File: src/design/tsmt_pkg.sv
// Package for the two-set membership table.
// Holds field widths, command and status codes and the per-cell control word.
// No dependencies.
package tsmt_pkg;

    localparam int DATA_W    = 31;
    localparam int CMD_W     = 2;
    localparam int STATUS_W  = 3;
    localparam int DEPTH_DEF = 32;

    localparam logic [CMD_W-1:0] CMD_ADD    = 2'd0;
    localparam logic [CMD_W-1:0] CMD_CHECK  = 2'd1;
    localparam logic [CMD_W-1:0] CMD_DELETE = 2'd2;
    localparam logic [CMD_W-1:0] CMD_ISECT  = 2'd3;

    localparam logic [STATUS_W-1:0] ST_ADDED       = 3'd0;
    localparam logic [STATUS_W-1:0] ST_PRESENT     = 3'd1;
    localparam logic [STATUS_W-1:0] ST_ABSENT      = 3'd2;
    localparam logic [STATUS_W-1:0] ST_DELETED     = 3'd3;
    localparam logic [STATUS_W-1:0] ST_FULL        = 3'd4;
    localparam logic [STATUS_W-1:0] ST_ISECT_ELEM  = 3'd5;
    localparam logic [STATUS_W-1:0] ST_ISECT_EMPTY = 3'd6;

    typedef struct packed {
        logic wr_a;
        logic wr_b;
        logic sh_a;
        logic sh_b;
    } cell_ctl_t;

endpackage

File: src/design/two_set_membership_table.sv
// Top level of the two-set membership table: command sequencer, output register
// and the row of tsmt_cell entries. Depends on tsmt_pkg and tsmt_cell.
//
// channel | dir | tdata                    | tuser                          | tlast
// s_      | in  | [30:0] value             | [1:0] command, [2] set_select  | -
// m_      | out | [30:0] element           | [2:0] status                   | last
//
// Add, check and delete go through these steps for each word: accept, register the cell compares, act.
// Intersect scans set A entry by entry, with a compare step and an act step for each entry.
// s_tready is high only while idle. A result waits in the output register while
// m_tready is low; the sequencer holds until the register is free.
// Reset clears counts and control only; entries need no clearing.
module two_set_membership_table #(
    parameter int DEPTH = tsmt_pkg::DEPTH_DEF
) (
    input  logic        aclk,
    input  logic        aresetn,
    input  logic        s_tvalid,
    output logic        s_tready,
    input  logic [31:0] s_tdata,   // [30:0] value, [31] zero
    input  logic [2:0]  s_tuser,   // [1:0] command, [2] set_select
    output logic        m_tvalid,
    input  logic        m_tready,
    output logic [31:0] m_tdata,   // [30:0] element, [31] zero
    output logic [2:0]  m_tuser,   // [2:0] status
    output logic        m_tlast
);

    localparam int IW = $clog2(DEPTH);
    localparam int CW = $clog2(DEPTH + 1);
    localparam int DW = tsmt_pkg::DATA_W;

    localparam logic [1:0] S_IDLE = 2'd0;
    localparam logic [1:0] S_CMP  = 2'd1;
    localparam logic [1:0] S_RES  = 2'd2;

    logic [1:0]                    state_reg, state_next;
    logic [tsmt_pkg::CMD_W-1:0]    cmd_reg, cmd_next;
    logic                          sel_reg, sel_next;
    logic [DW-1:0]                 val_reg, val_next;
    logic [CW-1:0]                 count_a_reg, count_a_next;
    logic [CW-1:0]                 count_b_reg, count_b_next;
    logic [CW-1:0]                 idx_reg, idx_next;
    logic                          pend_valid_reg, pend_valid_next;
    logic [DW-1:0]                 pend_elem_reg, pend_elem_next;
    logic                          out_valid_reg, out_valid_next;
    logic [tsmt_pkg::STATUS_W-1:0] out_status_reg, out_status_next;
    logic [DW-1:0]                 out_elem_reg, out_elem_next;
    logic                          out_last_reg, out_last_next;

    logic [DW-1:0]    a_vec [DEPTH];
    logic [DW-1:0]    b_vec [DEPTH];
    logic [DEPTH-1:0] hit_a_vec, hit_b_vec;
    logic [DEPTH-1:0] ge_a, ge_b;
    logic [DW-1:0]    cand;
    logic [CW-1:0]    lim_a;
    logic             is_isect, slot_free, sel_hit, new_elem;
    logic             do_add_a, do_add_b, do_del_a, do_del_b;
    logic [CW-1:0]    sel_count;

    tsmt_pkg::cell_ctl_t ctl [DEPTH];

    assign is_isect  = (cmd_reg == tsmt_pkg::CMD_ISECT);
    assign cand      = is_isect ? a_vec[idx_reg[IW-1:0]] : val_reg;
    assign lim_a     = is_isect ? idx_reg : count_a_reg;
    assign slot_free = !out_valid_reg || m_tready;
    assign sel_hit   = sel_reg ? (|hit_b_vec) : (|hit_a_vec);
    assign sel_count = sel_reg ? count_b_reg : count_a_reg;
    assign new_elem  = !(|hit_a_vec) && (|hit_b_vec);

    // entries at and above the first match shift down
    assign ge_a = ~((hit_a_vec & (~hit_a_vec + DEPTH'(1))) - DEPTH'(1));
    assign ge_b = ~((hit_b_vec & (~hit_b_vec + DEPTH'(1))) - DEPTH'(1));

    always_comb begin
        state_next      = state_reg;
        cmd_next        = cmd_reg;
        sel_next        = sel_reg;
        val_next        = val_reg;
        count_a_next    = count_a_reg;
        count_b_next    = count_b_reg;
        idx_next        = idx_reg;
        pend_valid_next = pend_valid_reg;
        pend_elem_next  = pend_elem_reg;
        out_valid_next  = out_valid_reg && !m_tready;
        out_status_next = out_status_reg;
        out_elem_next   = out_elem_reg;
        out_last_next   = out_last_reg;
        do_add_a        = 1'b0;
        do_add_b        = 1'b0;
        do_del_a        = 1'b0;
        do_del_b        = 1'b0;
        case (state_reg)
            S_IDLE: begin
                if (s_tvalid) begin
                    cmd_next        = s_tuser[1:0];
                    sel_next        = s_tuser[2];
                    val_next        = s_tdata[DW-1:0];
                    idx_next        = '0;
                    pend_valid_next = 1'b0;
                    state_next      = S_CMP;
                end
            end
            S_CMP: begin
                state_next = S_RES;
            end
            S_RES: begin
                case (cmd_reg)
                    tsmt_pkg::CMD_ADD: begin
                        if (slot_free) begin
                            out_valid_next = 1'b1;
                            out_elem_next  = val_reg;
                            out_last_next  = 1'b1;
                            if (sel_count == CW'(DEPTH)) begin
                                out_status_next = tsmt_pkg::ST_FULL;
                            end else begin
                                out_status_next = tsmt_pkg::ST_ADDED;
                                do_add_a        = !sel_reg;
                                do_add_b        = sel_reg;
                                if (sel_reg) begin
                                    count_b_next = count_b_reg + CW'(1);
                                end else begin
                                    count_a_next = count_a_reg + CW'(1);
                                end
                            end
                            state_next = S_IDLE;
                        end
                    end
                    tsmt_pkg::CMD_CHECK: begin
                        if (slot_free) begin
                            out_valid_next  = 1'b1;
                            out_elem_next   = val_reg;
                            out_last_next   = 1'b1;
                            out_status_next = sel_hit ? tsmt_pkg::ST_PRESENT
                                                      : tsmt_pkg::ST_ABSENT;
                            state_next      = S_IDLE;
                        end
                    end
                    tsmt_pkg::CMD_DELETE: begin
                        if (slot_free) begin
                            out_valid_next = 1'b1;
                            out_elem_next  = val_reg;
                            out_last_next  = 1'b1;
                            if (sel_hit) begin
                                out_status_next = tsmt_pkg::ST_DELETED;
                                do_del_a        = !sel_reg;
                                do_del_b        = sel_reg;
                                if (sel_reg) begin
                                    count_b_next = count_b_reg - CW'(1);
                                end else begin
                                    count_a_next = count_a_reg - CW'(1);
                                end
                            end else begin
                                out_status_next = tsmt_pkg::ST_ABSENT;
                            end
                            state_next = S_IDLE;
                        end
                    end
                    tsmt_pkg::CMD_ISECT: begin
                        if (idx_reg >= count_a_reg) begin
                            if (slot_free) begin
                                out_valid_next = 1'b1;
                                out_last_next  = 1'b1;
                                if (pend_valid_reg) begin
                                    out_status_next = tsmt_pkg::ST_ISECT_ELEM;
                                    out_elem_next   = pend_elem_reg;
                                end else begin
                                    out_status_next = tsmt_pkg::ST_ISECT_EMPTY;
                                    out_elem_next   = val_reg;
                                end
                                state_next = S_IDLE;
                            end
                        end else if (new_elem && pend_valid_reg) begin
                            if (slot_free) begin
                                out_valid_next  = 1'b1;
                                out_last_next   = 1'b0;
                                out_status_next = tsmt_pkg::ST_ISECT_ELEM;
                                out_elem_next   = pend_elem_reg;
                                pend_elem_next  = cand;
                                idx_next        = idx_reg + CW'(1);
                                state_next      = S_CMP;
                            end
                        end else begin
                            if (new_elem) begin
                                pend_valid_next = 1'b1;
                                pend_elem_next  = cand;
                            end
                            idx_next   = idx_reg + CW'(1);
                            state_next = S_CMP;
                        end
                    end
                    default: begin
                        state_next = S_IDLE;
                    end
                endcase
            end
            default: begin
                state_next = S_IDLE;
            end
        endcase
    end

    for (genvar j = 0; j < DEPTH; j++) begin : g_cell
        logic [DW-1:0] up_a, up_b;

        if (j < DEPTH - 1) begin : g_mid
            assign up_a = a_vec[j+1];
            assign up_b = b_vec[j+1];
        end else begin : g_top
            assign up_a = a_vec[j];
            assign up_b = b_vec[j];
        end

        assign ctl[j].wr_a = do_add_a && (count_a_reg == CW'(j));
        assign ctl[j].wr_b = do_add_b && (count_b_reg == CW'(j));
        assign ctl[j].sh_a = do_del_a && ge_a[j];
        assign ctl[j].sh_b = do_del_b && ge_b[j];

        tsmt_cell #(
            .DEPTH (DEPTH),
            .INDEX (j)
        ) u_cell (
            .aclk    (aclk),
            .ctl     (ctl[j]),
            .wr_data (val_reg),
            .cand    (cand),
            .lim_a   (lim_a),
            .lim_b   (count_b_reg),
            .next_a  (up_a),
            .next_b  (up_b),
            .a_q     (a_vec[j]),
            .b_q     (b_vec[j]),
            .hit_a   (hit_a_vec[j]),
            .hit_b   (hit_b_vec[j])
        );
    end

    always_ff @(posedge aclk) begin
        if (!aresetn) begin
            state_reg      <= S_IDLE;
            count_a_reg    <= '0;
            count_b_reg    <= '0;
            idx_reg        <= '0;
            pend_valid_reg <= 1'b0;
            out_valid_reg  <= 1'b0;
        end else begin
            state_reg      <= state_next;
            count_a_reg    <= count_a_next;
            count_b_reg    <= count_b_next;
            idx_reg        <= idx_next;
            pend_valid_reg <= pend_valid_next;
            out_valid_reg  <= out_valid_next;
        end
    end

    always_ff @(posedge aclk) begin
        cmd_reg        <= cmd_next;
        sel_reg        <= sel_next;
        val_reg        <= val_next;
        pend_elem_reg  <= pend_elem_next;
        out_status_reg <= out_status_next;
        out_elem_reg   <= out_elem_next;
        out_last_reg   <= out_last_next;
    end

    assign s_tready = (state_reg == S_IDLE);
    assign m_tvalid = out_valid_reg;
    assign m_tdata  = {1'b0, out_elem_reg};
    assign m_tuser  = out_status_reg;
    assign m_tlast  = out_last_reg;

`ifndef SYNTHESIS
    a_count_bound: assert property (@(posedge aclk) disable iff (!aresetn)
        (count_a_reg <= CW'(DEPTH)) && (count_b_reg <= CW'(DEPTH)))
        else $error("set count beyond depth");

    a_isect_keeps_sets: assert property (@(posedge aclk) disable iff (!aresetn)
        (state_reg != S_IDLE && is_isect) |=> $stable(count_a_reg) && $stable(count_b_reg))
        else $error("set changed during intersect");

    a_isect_idx_bound: assert property (@(posedge aclk) disable iff (!aresetn)
        (state_reg != S_IDLE && is_isect) |-> (idx_reg <= count_a_reg))
        else $error("intersect scan beyond set A");

    a_idle_no_result_load: assert property (@(posedge aclk) disable iff (!aresetn)
        (state_reg != S_RES && !out_valid_reg) |=> !out_valid_reg)
        else $error("result produced outside result state");
`endif

endmodule

File: src/design/tsmt_cell.sv
// One cell of the table: one entry of set A and one of set B, with its match flags.
// Takes the shifted entry from the next cell up on delete.
// Depends on tsmt_pkg.
module tsmt_cell #(
    parameter int DEPTH = tsmt_pkg::DEPTH_DEF,
    parameter int INDEX = 0,
    localparam int CW   = $clog2(DEPTH + 1)
) (
    input  logic                        aclk,
    input  tsmt_pkg::cell_ctl_t         ctl,
    input  logic [tsmt_pkg::DATA_W-1:0] wr_data,
    input  logic [tsmt_pkg::DATA_W-1:0] cand,
    input  logic [CW-1:0]               lim_a,
    input  logic [CW-1:0]               lim_b,
    input  logic [tsmt_pkg::DATA_W-1:0] next_a,
    input  logic [tsmt_pkg::DATA_W-1:0] next_b,
    output logic [tsmt_pkg::DATA_W-1:0] a_q,
    output logic [tsmt_pkg::DATA_W-1:0] b_q,
    output logic                        hit_a,
    output logic                        hit_b
);

    logic [tsmt_pkg::DATA_W-1:0] a_reg, a_next;
    logic [tsmt_pkg::DATA_W-1:0] b_reg, b_next;
    logic                        hit_a_reg, hit_a_next;
    logic                        hit_b_reg, hit_b_next;

    always_comb begin
        a_next = a_reg;
        b_next = b_reg;
        if (ctl.wr_a) begin
            a_next = wr_data;
        end else if (ctl.sh_a) begin
            a_next = next_a;
        end
        if (ctl.wr_b) begin
            b_next = wr_data;
        end else if (ctl.sh_b) begin
            b_next = next_b;
        end
        hit_a_next = (a_reg == cand) && (lim_a > CW'(INDEX));
        hit_b_next = (b_reg == cand) && (lim_b > CW'(INDEX));
    end

    always_ff @(posedge aclk) begin
        a_reg     <= a_next;
        b_reg     <= b_next;
        hit_a_reg <= hit_a_next;
        hit_b_reg <= hit_b_next;
    end

    assign a_q   = a_reg;
    assign b_q   = b_reg;
    assign hit_a = hit_a_reg;
    assign hit_b = hit_b_reg;

endmodule

File: config.mk
export PLATFORM = sky130hd
export DESIGN_NAME = two_set_membership_table
export DESIGN_NICKNAME = d
export VERILOG_FILES = /design/src/design/tsmt_pkg.sv /design/src/design/two_set_membership_table.sv /design/src/design/tsmt_cell.sv
export SDC_FILE = /design/constraint.sdc
export NUM_CORES = 2
export LEC_CHECK = 0
export BUFFER_PORTS_ARGS = -buffer_cell sky130_fd_sc_hd__buf_2
export CAP_MARGIN = 25
export CORE_ASPECT_RATIO = 0.8
export CORE_MARGIN = 5
export CORE_UTILIZATION = 55
export CTS_CLUSTER_DIAMETER = 30
export DETAILED_ROUTE_END_ITERATION = 12
export HOLD_SLACK_MARGIN = 0.02
export PLACE_DENSITY = 0.74
export SKIP_LAST_GASP = 1
export SLEW_MARGIN = 20
export SYNTH_ARGS = -nofsm -noshare
export SYNTH_HDL_FRONTEND = slang
export SYNTH_HIERARCHICAL = 1
export SYNTH_SLANG_ARGS = --single-unit
File: constraint.sdc
create_clock -name aclk -period 15.2 [get_ports aclk]
set_input_delay 0 -clock aclk [delete_from_list [all_inputs] [get_ports aclk]]
set_output_delay 0 -clock aclk [all_outputs]
set_load 0.005 [all_outputs]
* Yosys cells after proc, flatten, opt, wreduce, memory -nomap -nowiden
Index checks and enable logic that the tools add are counted.
W data, S select, Z words.
** Word-level totals
- Input bits :: 39
- Logic and storage cells :: 870
- Output and inout port bits :: 38
- Flip-flop bits (word level) :: 2170
** Cells by class
- Add/sub/neg operators :: 9
- Equality and inequality tests :: 154
- Bitwise logic cells :: 8
- Muxes and demuxes :: 212
- Reduce and logical (&&, ||, !) cells :: 280
- Order comparisons :: 66
** Operators by type and width (count)
- $mux W31 :: 136
- $eq A31 B31 Y1 :: 64
- $logic_and A1 B1 Y1 :: 193
- $eq A6 B5 Y1 const B :: 32
- $gt A6 B5 Y1 const B :: 32
- $bmux W31 S5 :: 1
- $reduce_bool A2 Y1 :: 65
- $not A31 Y31 :: 4
- $mux W6 :: 19
- $eq A6 B4 Y1 const B :: 16
- $gt A6 B4 Y1 const B :: 16
- $reduce_or A32 Y1 :: 2
- $add A31 B1 Y31 const B :: 2
- $and A31 B31 Y31 :: 2
- $pmux W31 S2 :: 1
- $sub A31 B1 Y31 const B :: 2
- $eq A6 B3 Y1 const B :: 8
- $gt A6 B3 Y1 const B :: 8
- $pmux W6 S2 :: 3
- $mux W1 :: 31
- $ne A2 B2 Y1 const B :: 15
- $eq A6 B2 Y1 const B :: 4
- $gt A6 B1 Y1 const B :: 4
- $gt A6 B2 Y1 const B :: 4
- other kinds (31) :: 65

* Depth between registers and ports, before layout
- Word-level depth :: 9
- Gate-level depth with buffers :: 13
- Gate-level depth less buffers :: 8

* Cells and area by module
The synthesis kept the hierarchy.
** Modules (own cells, without submodules)
- tsmt_cell at g_cell[0].u_cell ... :: instances 5, seq. area each 1901.8 um2, cells an instance 226, area each 3363.2 um2
- two_set_membership_table :: instances 1, seq. area each 3443.3 um2, cells an instance 1114, area each 14252.4 um2
- tsmt_cell at g_cell[21].u_cell ... :: instances 3, seq. area each 1901.8 um2, cells an instance 224, area each 3363.2 um2
- tsmt_cell at g_cell[18].u_cell ... :: instances 2, seq. area each 1901.8 um2, cells an instance 224, area each 3410.8 um2
- tsmt_cell at g_cell[10].u_cell :: instances 1, seq. area each 1901.8 um2, cells an instance 224, area each 3413.3 um2
- tsmt_cell at g_cell[20].u_cell :: instances 1, seq. area each 1901.8 um2, cells an instance 226, area each 3405.8 um2
- tsmt_cell at g_cell[24].u_cell :: instances 1, seq. area each 1901.8 um2, cells an instance 224, area each 3398.3 um2
- tsmt_cell at g_cell[16].u_cell :: instances 1, seq. area each 1901.8 um2, cells an instance 224, area each 3388.2 um2
- tsmt_cell at g_cell[13].u_cell :: instances 1, seq. area each 1901.8 um2, cells an instance 222, area each 3374.5 um2
- tsmt_cell at g_cell[1].u_cell :: instances 1, seq. area each 1901.8 um2, cells an instance 225, area each 3368.2 um2
- tsmt_cell at g_cell[25].u_cell :: instances 1, seq. area each 1901.8 um2, cells an instance 222, area each 3367.0 um2
- tsmt_cell at g_cell[12].u_cell :: instances 1, seq. area each 1901.8 um2, cells an instance 226, area each 3365.7 um2
- tsmt_cell at g_cell[27].u_cell :: instances 1, seq. area each 1901.8 um2, cells an instance 222, area each 3365.7 um2
- tsmt_cell at g_cell[28].u_cell :: instances 1, seq. area each 1901.8 um2, cells an instance 224, area each 3365.7 um2
- 12 more rows

* Worst setup path before layout
No wires, ideal clock.
- Path type :: reg2reg
- From :: register idx_reg[1]
- To :: register g_cell[27].u_cell.hit_a_reg
- Slack :: 8.534 ns
- Buffers on the path :: 3
- Required time :: 15.127 ns
- Cell stages (with the launch flop) :: 12
- Clock period less this slack :: 6.666 ns
- Arrival time :: 6.593 ns
- Setup time :: 0.073 ns
- Cell sequence :: dfxtp_1 -> clkbuf_1 -> buf_2 -> clkbuf_1 -> mux4_2 -> mux4_2 -> mux2i_1 -> o21ai_1 -> xnor2_1 -> nand4_1 -> or4_1 -> nor3_2
** On the way
- Cells in the longest elaborated chain, start to end :: 7
- Elaborated cells on any way between the ends :: 9
- Those cells by class :: order compare (1); eq/ne (1); mux (5); bitwise (1); reduce/logical (1)
** RTL lines
- start: declaration :: RTL line two_set_membership_table.sv:43 : logic [CW-1:0] idx_reg, idx_next;
- start signal: assignment :: RTL line two_set_membership_table.sv:250 : idx_reg <= idx_next;
- $not A5 Y6 (not written as such) :: RTL line two_set_membership_table.sv:64 : assign cand = is_isect ? a_vec[idx_reg[IW-1:0]] : val_reg;
- $bmux W31 S5 :: RTL line two_set_membership_table.sv:64
- $mux W31 (not written as such) (2 in series) :: RTL line two_set_membership_table.sv:64
- $mux W31 :: RTL line two_set_membership_table.sv:64
- via cand[29] :: RTL line two_set_membership_table.sv:55 : logic [DW-1:0] cand;
- $eq A31 B31 Y1 :: RTL line tsmt_cell.sv:41 : hit_a_next = (a_reg == cand) && (lim_a > CW'(INDEX));
- $logic_and A1 B1 Y1 :: RTL line tsmt_cell.sv:41
- via g_cell[27].u_cell.hit_a_next :: RTL line tsmt_cell.sv:25 : logic hit_a_reg, hit_a_next;
- end signal: assignment :: RTL line tsmt_cell.sv:48 : hit_a_reg <= hit_a_next;
- end: declaration :: RTL line tsmt_cell.sv:25
The timed path passes the listed nets, and every way through them passes these cells. The select of a mux whose other input is x is not followed.
A chain may end at the register's enable or synchronous reset.

* Final worst setup path
- From :: register idx_reg[0]
- To :: register g_cell[1].u_cell.hit_a_reg
** On the way
- Cells in the longest elaborated chain, start to end :: 7
- Elaborated cells on any way between the ends :: 9
- Those cells by class :: order compare (1); eq/ne (1); mux (5); bitwise (1); reduce/logical (1)
** RTL lines (RTL line)
- $not A5 Y6 (not written as such) :: two_set_membership_table.sv:64
- $bmux W31 S5 :: two_set_membership_table.sv:64
- $mux W31 (not written as such) (2 in series) :: two_set_membership_table.sv:64
- $mux W31 :: two_set_membership_table.sv:64
- via cand[19] :: two_set_membership_table.sv:55
- $eq A31 B31 Y1 :: tsmt_cell.sv:41
- $logic_and A1 B1 Y1 :: tsmt_cell.sv:41
- via g_cell[1].u_cell.hit_a_next :: tsmt_cell.sv:25
- end signal: assignment :: tsmt_cell.sv:48
- end: declaration :: tsmt_cell.sv:25
The timed path passes the listed nets, and every way through them passes these cells. The select of a mux whose other input is x is not followed.

==> metrics.md <==
| Metric | Value |
|---|---|
| Status | `completed` |
| Cell internal pwr | `13.4 mW` |
| Final nets | `8812` |
| Vias in the first global route | `83000` |
| Worst ir drop on vdd | `0.102 mV` |
| Final std cell area, no fill | `143000 µm²` |
| Crit path DAT | `8.12 ns` |
| Final slew viol count | `0` |
| Clock Tree Buf Depth | `4` |
| Switching share of total power | `0.244` |
| Final period util | `0.483` |
| Final hold violations | `0` |
| Maxcap violations | `0` |
| Syn Area/Cell | `around 15 µm²` |
| Relative slew margins | `0.175` |
| Routed vias/inst | `6.98` |
| Num CTS Buffers | `440` |
| Num ports | `77` |
| Count of cell types in the netlist | `70` |
| Skew-Pair Late Insertion Delay | `0.93 ns` |
| Site row count | `between 150 and 200` |
| RD Place Congestion | `1.04` |
| Clock skew | `0.0549 ns` |
| Post-DP HPWL | `298000 µm` |
| Highest-count cells in the layout ignoring fill and taps | `2084 x edfxtp_1, 1745 x xor2_1, 1704 x mux2_2` |
| PD cells | `123 nW/µm²` |
| #FFs+latches synth | `2170` |
| Routed WL | `468000 µm` |
| Worst r2r path cells | `12` |
| Die X | `537 µm` |
| Startpoint Class | `register` |
| Final core occ | `0.650` |
| Post-synth EDFFs | `2084` |
| Critical path capture point type | `register` |
| Post-CTS Hold Fix Bufs | `75` |
| IO buf count | `74` |
| DR WL met3 | `a little over 80000 µm` |
| Worst-path clk slew | `0.05 ns` |
| Wl on met1 | `~170000 µm` |
| Hold path cells | `4` |
| Crit-path max FO | `34` |
| Die area | `231000 µm²` |
| Synthesis-to-layout area growth | `17.5%` |
| Power share of the sequential group | `0.367` |
| Ys Warns | `6` |
| Worst Hold Class | `in -> reg` |
| Mapped Nets | `8327` |
| Setup CP Type | `reg -> reg` |
| Leakage power | `~34 nW` |
| Total track usage | `0.394` |
| Slew @ Worst Pin | `between 1 and 1.5 ns` |
| Worst Hold Launch | `m_tready` |
| Clk network pwr share | `0.565` |
| Initial Util | `0.554` |
| DR DRC count | `0` |
| Top_reg_cell synth | `edfxtp_1` |
| Clock Tree Root | `clkbuf_16` |
| Clk sink count | `between 2000 and 2500` |
| Final ANT Viol Nets | `0` |
| WP data required | `between 15 and 20 ns` |
| Async SR Flop Fraction | `0` |
| Core Box Area | `220000 µm²` |
| Sw Pwr | `roughly 4.3 mW` |
| Die height | `about 430 µm` |
| DR top layer | `met5` |
| Crit path time final | `7.35 ns` |
| Setup TNS | `0 ns` |
| PostCTS Resize Cnt | `0` |
| Most common cell after layout, fill and taps aside | `edfxtp_1` |
| Wire per inst | `approximately 39 µm` |
| Post-synthesis sequential area ratio | `0.527` |
| Largest net degree at the start of global routing | `between 80 and 90` |
| H-tree depth | `5` |
| Post-DP Area | `127000 µm²` |
| CTS tree | `built` |
| Setup Fix Bufs, Post-CTS | `0` |
| Via count | `84600` |
| Met2 WL | `roughly 190000 µm` |
| Endpoints failing setup | `0` |
| DRT iter0 DRCs | `14700` |
| First-pass GRT wire length | `647000 µm` |
| FF-to-FF End | `g_cell[1].u_cell/hit_a$_DFF_P_` |
| Reg2Reg Setup Slack | `7.85 ns` |
| Worst reg2reg startpoint | `idx_reg[0]$_SDFFE_PN0P_` |
| GRT overflow | `0` |
| Initial antenna violation count | `between 40 and 50` |
| Post-Syn Instances | `8271` |
| Share of layout cells above drive strength 1 | `0.368` |
| Max frequency | `136 MHz` |
| 1st-pass router iterations | `6` |
| Combinational share of power | `0.068` |
| RSZ-0062 raised after global routing | `no` |
| Synth Cell Area | `122000 µm²` |
| WHS Endpoint | `m_tvalid$_SDFF_PN0_` |
layer usage:
| layer | vias to the layer above | global-route usage |
|---|---|---|
| met5 | - | 0 |
| met4 | 20 | 0.181 |
| met3 | 1420 | 0.187 |
| met2 | 7593 | 0.526 |
| met1 | 42700 | 0.543 |
| li1 | 32900 | - |
worst max-delay path: stages (launching register included):
cell	delay, ns
dfxtp_4	0.86
buf_4	0.73
buf_4	0.68
mux4_2	0.44
mux4_2	0.47
mux2i_1	0.20
o21ai_4	0.88
buf_4	0.55
buf_4	0.64
xor2_1	0.15
nor4_1	0.72
nand4_1	0.28
nor3_1	0.34
power by group through the flow:
stage / Combinational, mW / Sequential [mW] / Clock [mW]
floorplan: 0.539 / 6.64 / 0
global placement: 1.10 / 6.61 / 0
detailed placement: 1.11 / 6.61 / 0
CTS: 1.13 / 6.49 / 9.97
global route: 1.19 / 6.49 / 10.3
finish: 1.20 / 6.50 / 9.98
synthesized netlist by cell type, types with 46 or more instances:
cell      number  area, µm²
nor4_1       393       2460
nand4_1      152        951
nor2_1       156        586
nand2_1      116        435
mux2_1       312       3510
a21oi_1       59        295
nor3_1        56        280
or2_2         56        350
dfxtp_1       86       1720
clkbuf_1     122        458
nor3_2        46        460
nor4_2        63        788
mux2_2      1704      19200
buf_2        210       1050
edfxtp_1    2084      62600
xor2_1      1745      15300
mux4_2       310       6980
xnor2_1      242       2120
cells by family (layout without fill, tap and decap cells):
group / after synthesis / count (layout) / synth area share
mux: 2365 / 2365 / 0.246
simple gates: 1162 / 1162 / 0.0581
fa+ha+maj: 17 / 17 / 0.00174
compound gates: 182 / 182 / 0.00945
flops: 2170 / 2170 / 0.527
other cells: 1 / 17 / 0.0000307
buf+inv: 386 / 1251 / 0.0146
xor+xnor: 1988 / 1988 / 0.143
per-stage QoR:
stage | cells | setup WS (ns) | power [mW] | hold slack (ns)
detailed placement | 11200 | 8.31 | 7.71 | 0.178
CTS | 12100 | 8.23 | 17.6 | 0.0345
global route | 12100 | 7.83 | 18.0 | 0.130
global placement | 11200 | 8.40 | 7.71 | 0.177
finish | 12100 | 7.85 | 17.7 | 0.0889
floorplan | 8271 | 8.53 | 7.18 | 0.0989
worst max path at each step:
| stage | startpoint | endpoint | slack [ns] | cells after the start |
|---|---|---|---|---|
| floorplan | idx_reg[1]$_SDFFE_PN0P_ | g_cell[27].u_cell/hit_a$_DFF_P_ | 8.53 | 11 |
| global placement | idx_reg[0]$_SDFFE_PN0P_ | g_cell[1].u_cell/hit_a$_DFF_P_ | 8.40 | 12 |
| detailed placement | idx_reg[0]$_SDFFE_PN0P_ | g_cell[1].u_cell/hit_a$_DFF_P_ | 8.31 | 12 |
| CTS | idx_reg[0]$_SDFFE_PN0P_ | g_cell[1].u_cell/hit_a$_DFF_P_ | 8.23 | 12 |
| global route | idx_reg[0]$_SDFFE_PN0P_ | g_cell[1].u_cell/hit_a$_DFF_P_ | 7.83 | 12 |
| finish | idx_reg[0]$_SDFFE_PN0P_ | g_cell[1].u_cell/hit_a$_DFF_P_ | 7.85 | 12 |
cell type report:
class / instances / area [µm²]
sequential: 2170 / 64300
clock buffer: 509 / 11600
multi-input combinational: 5715 / 56700
antenna: 16 / 40.0
fill: 15600 / 77100
tap: 2964 / 3710
clock inverter: 313 / 3710
inverter: 25 / 93.8
timing repair buffer: 404 / 3250
Note: power is estimated with default switching activity, not from simulation.
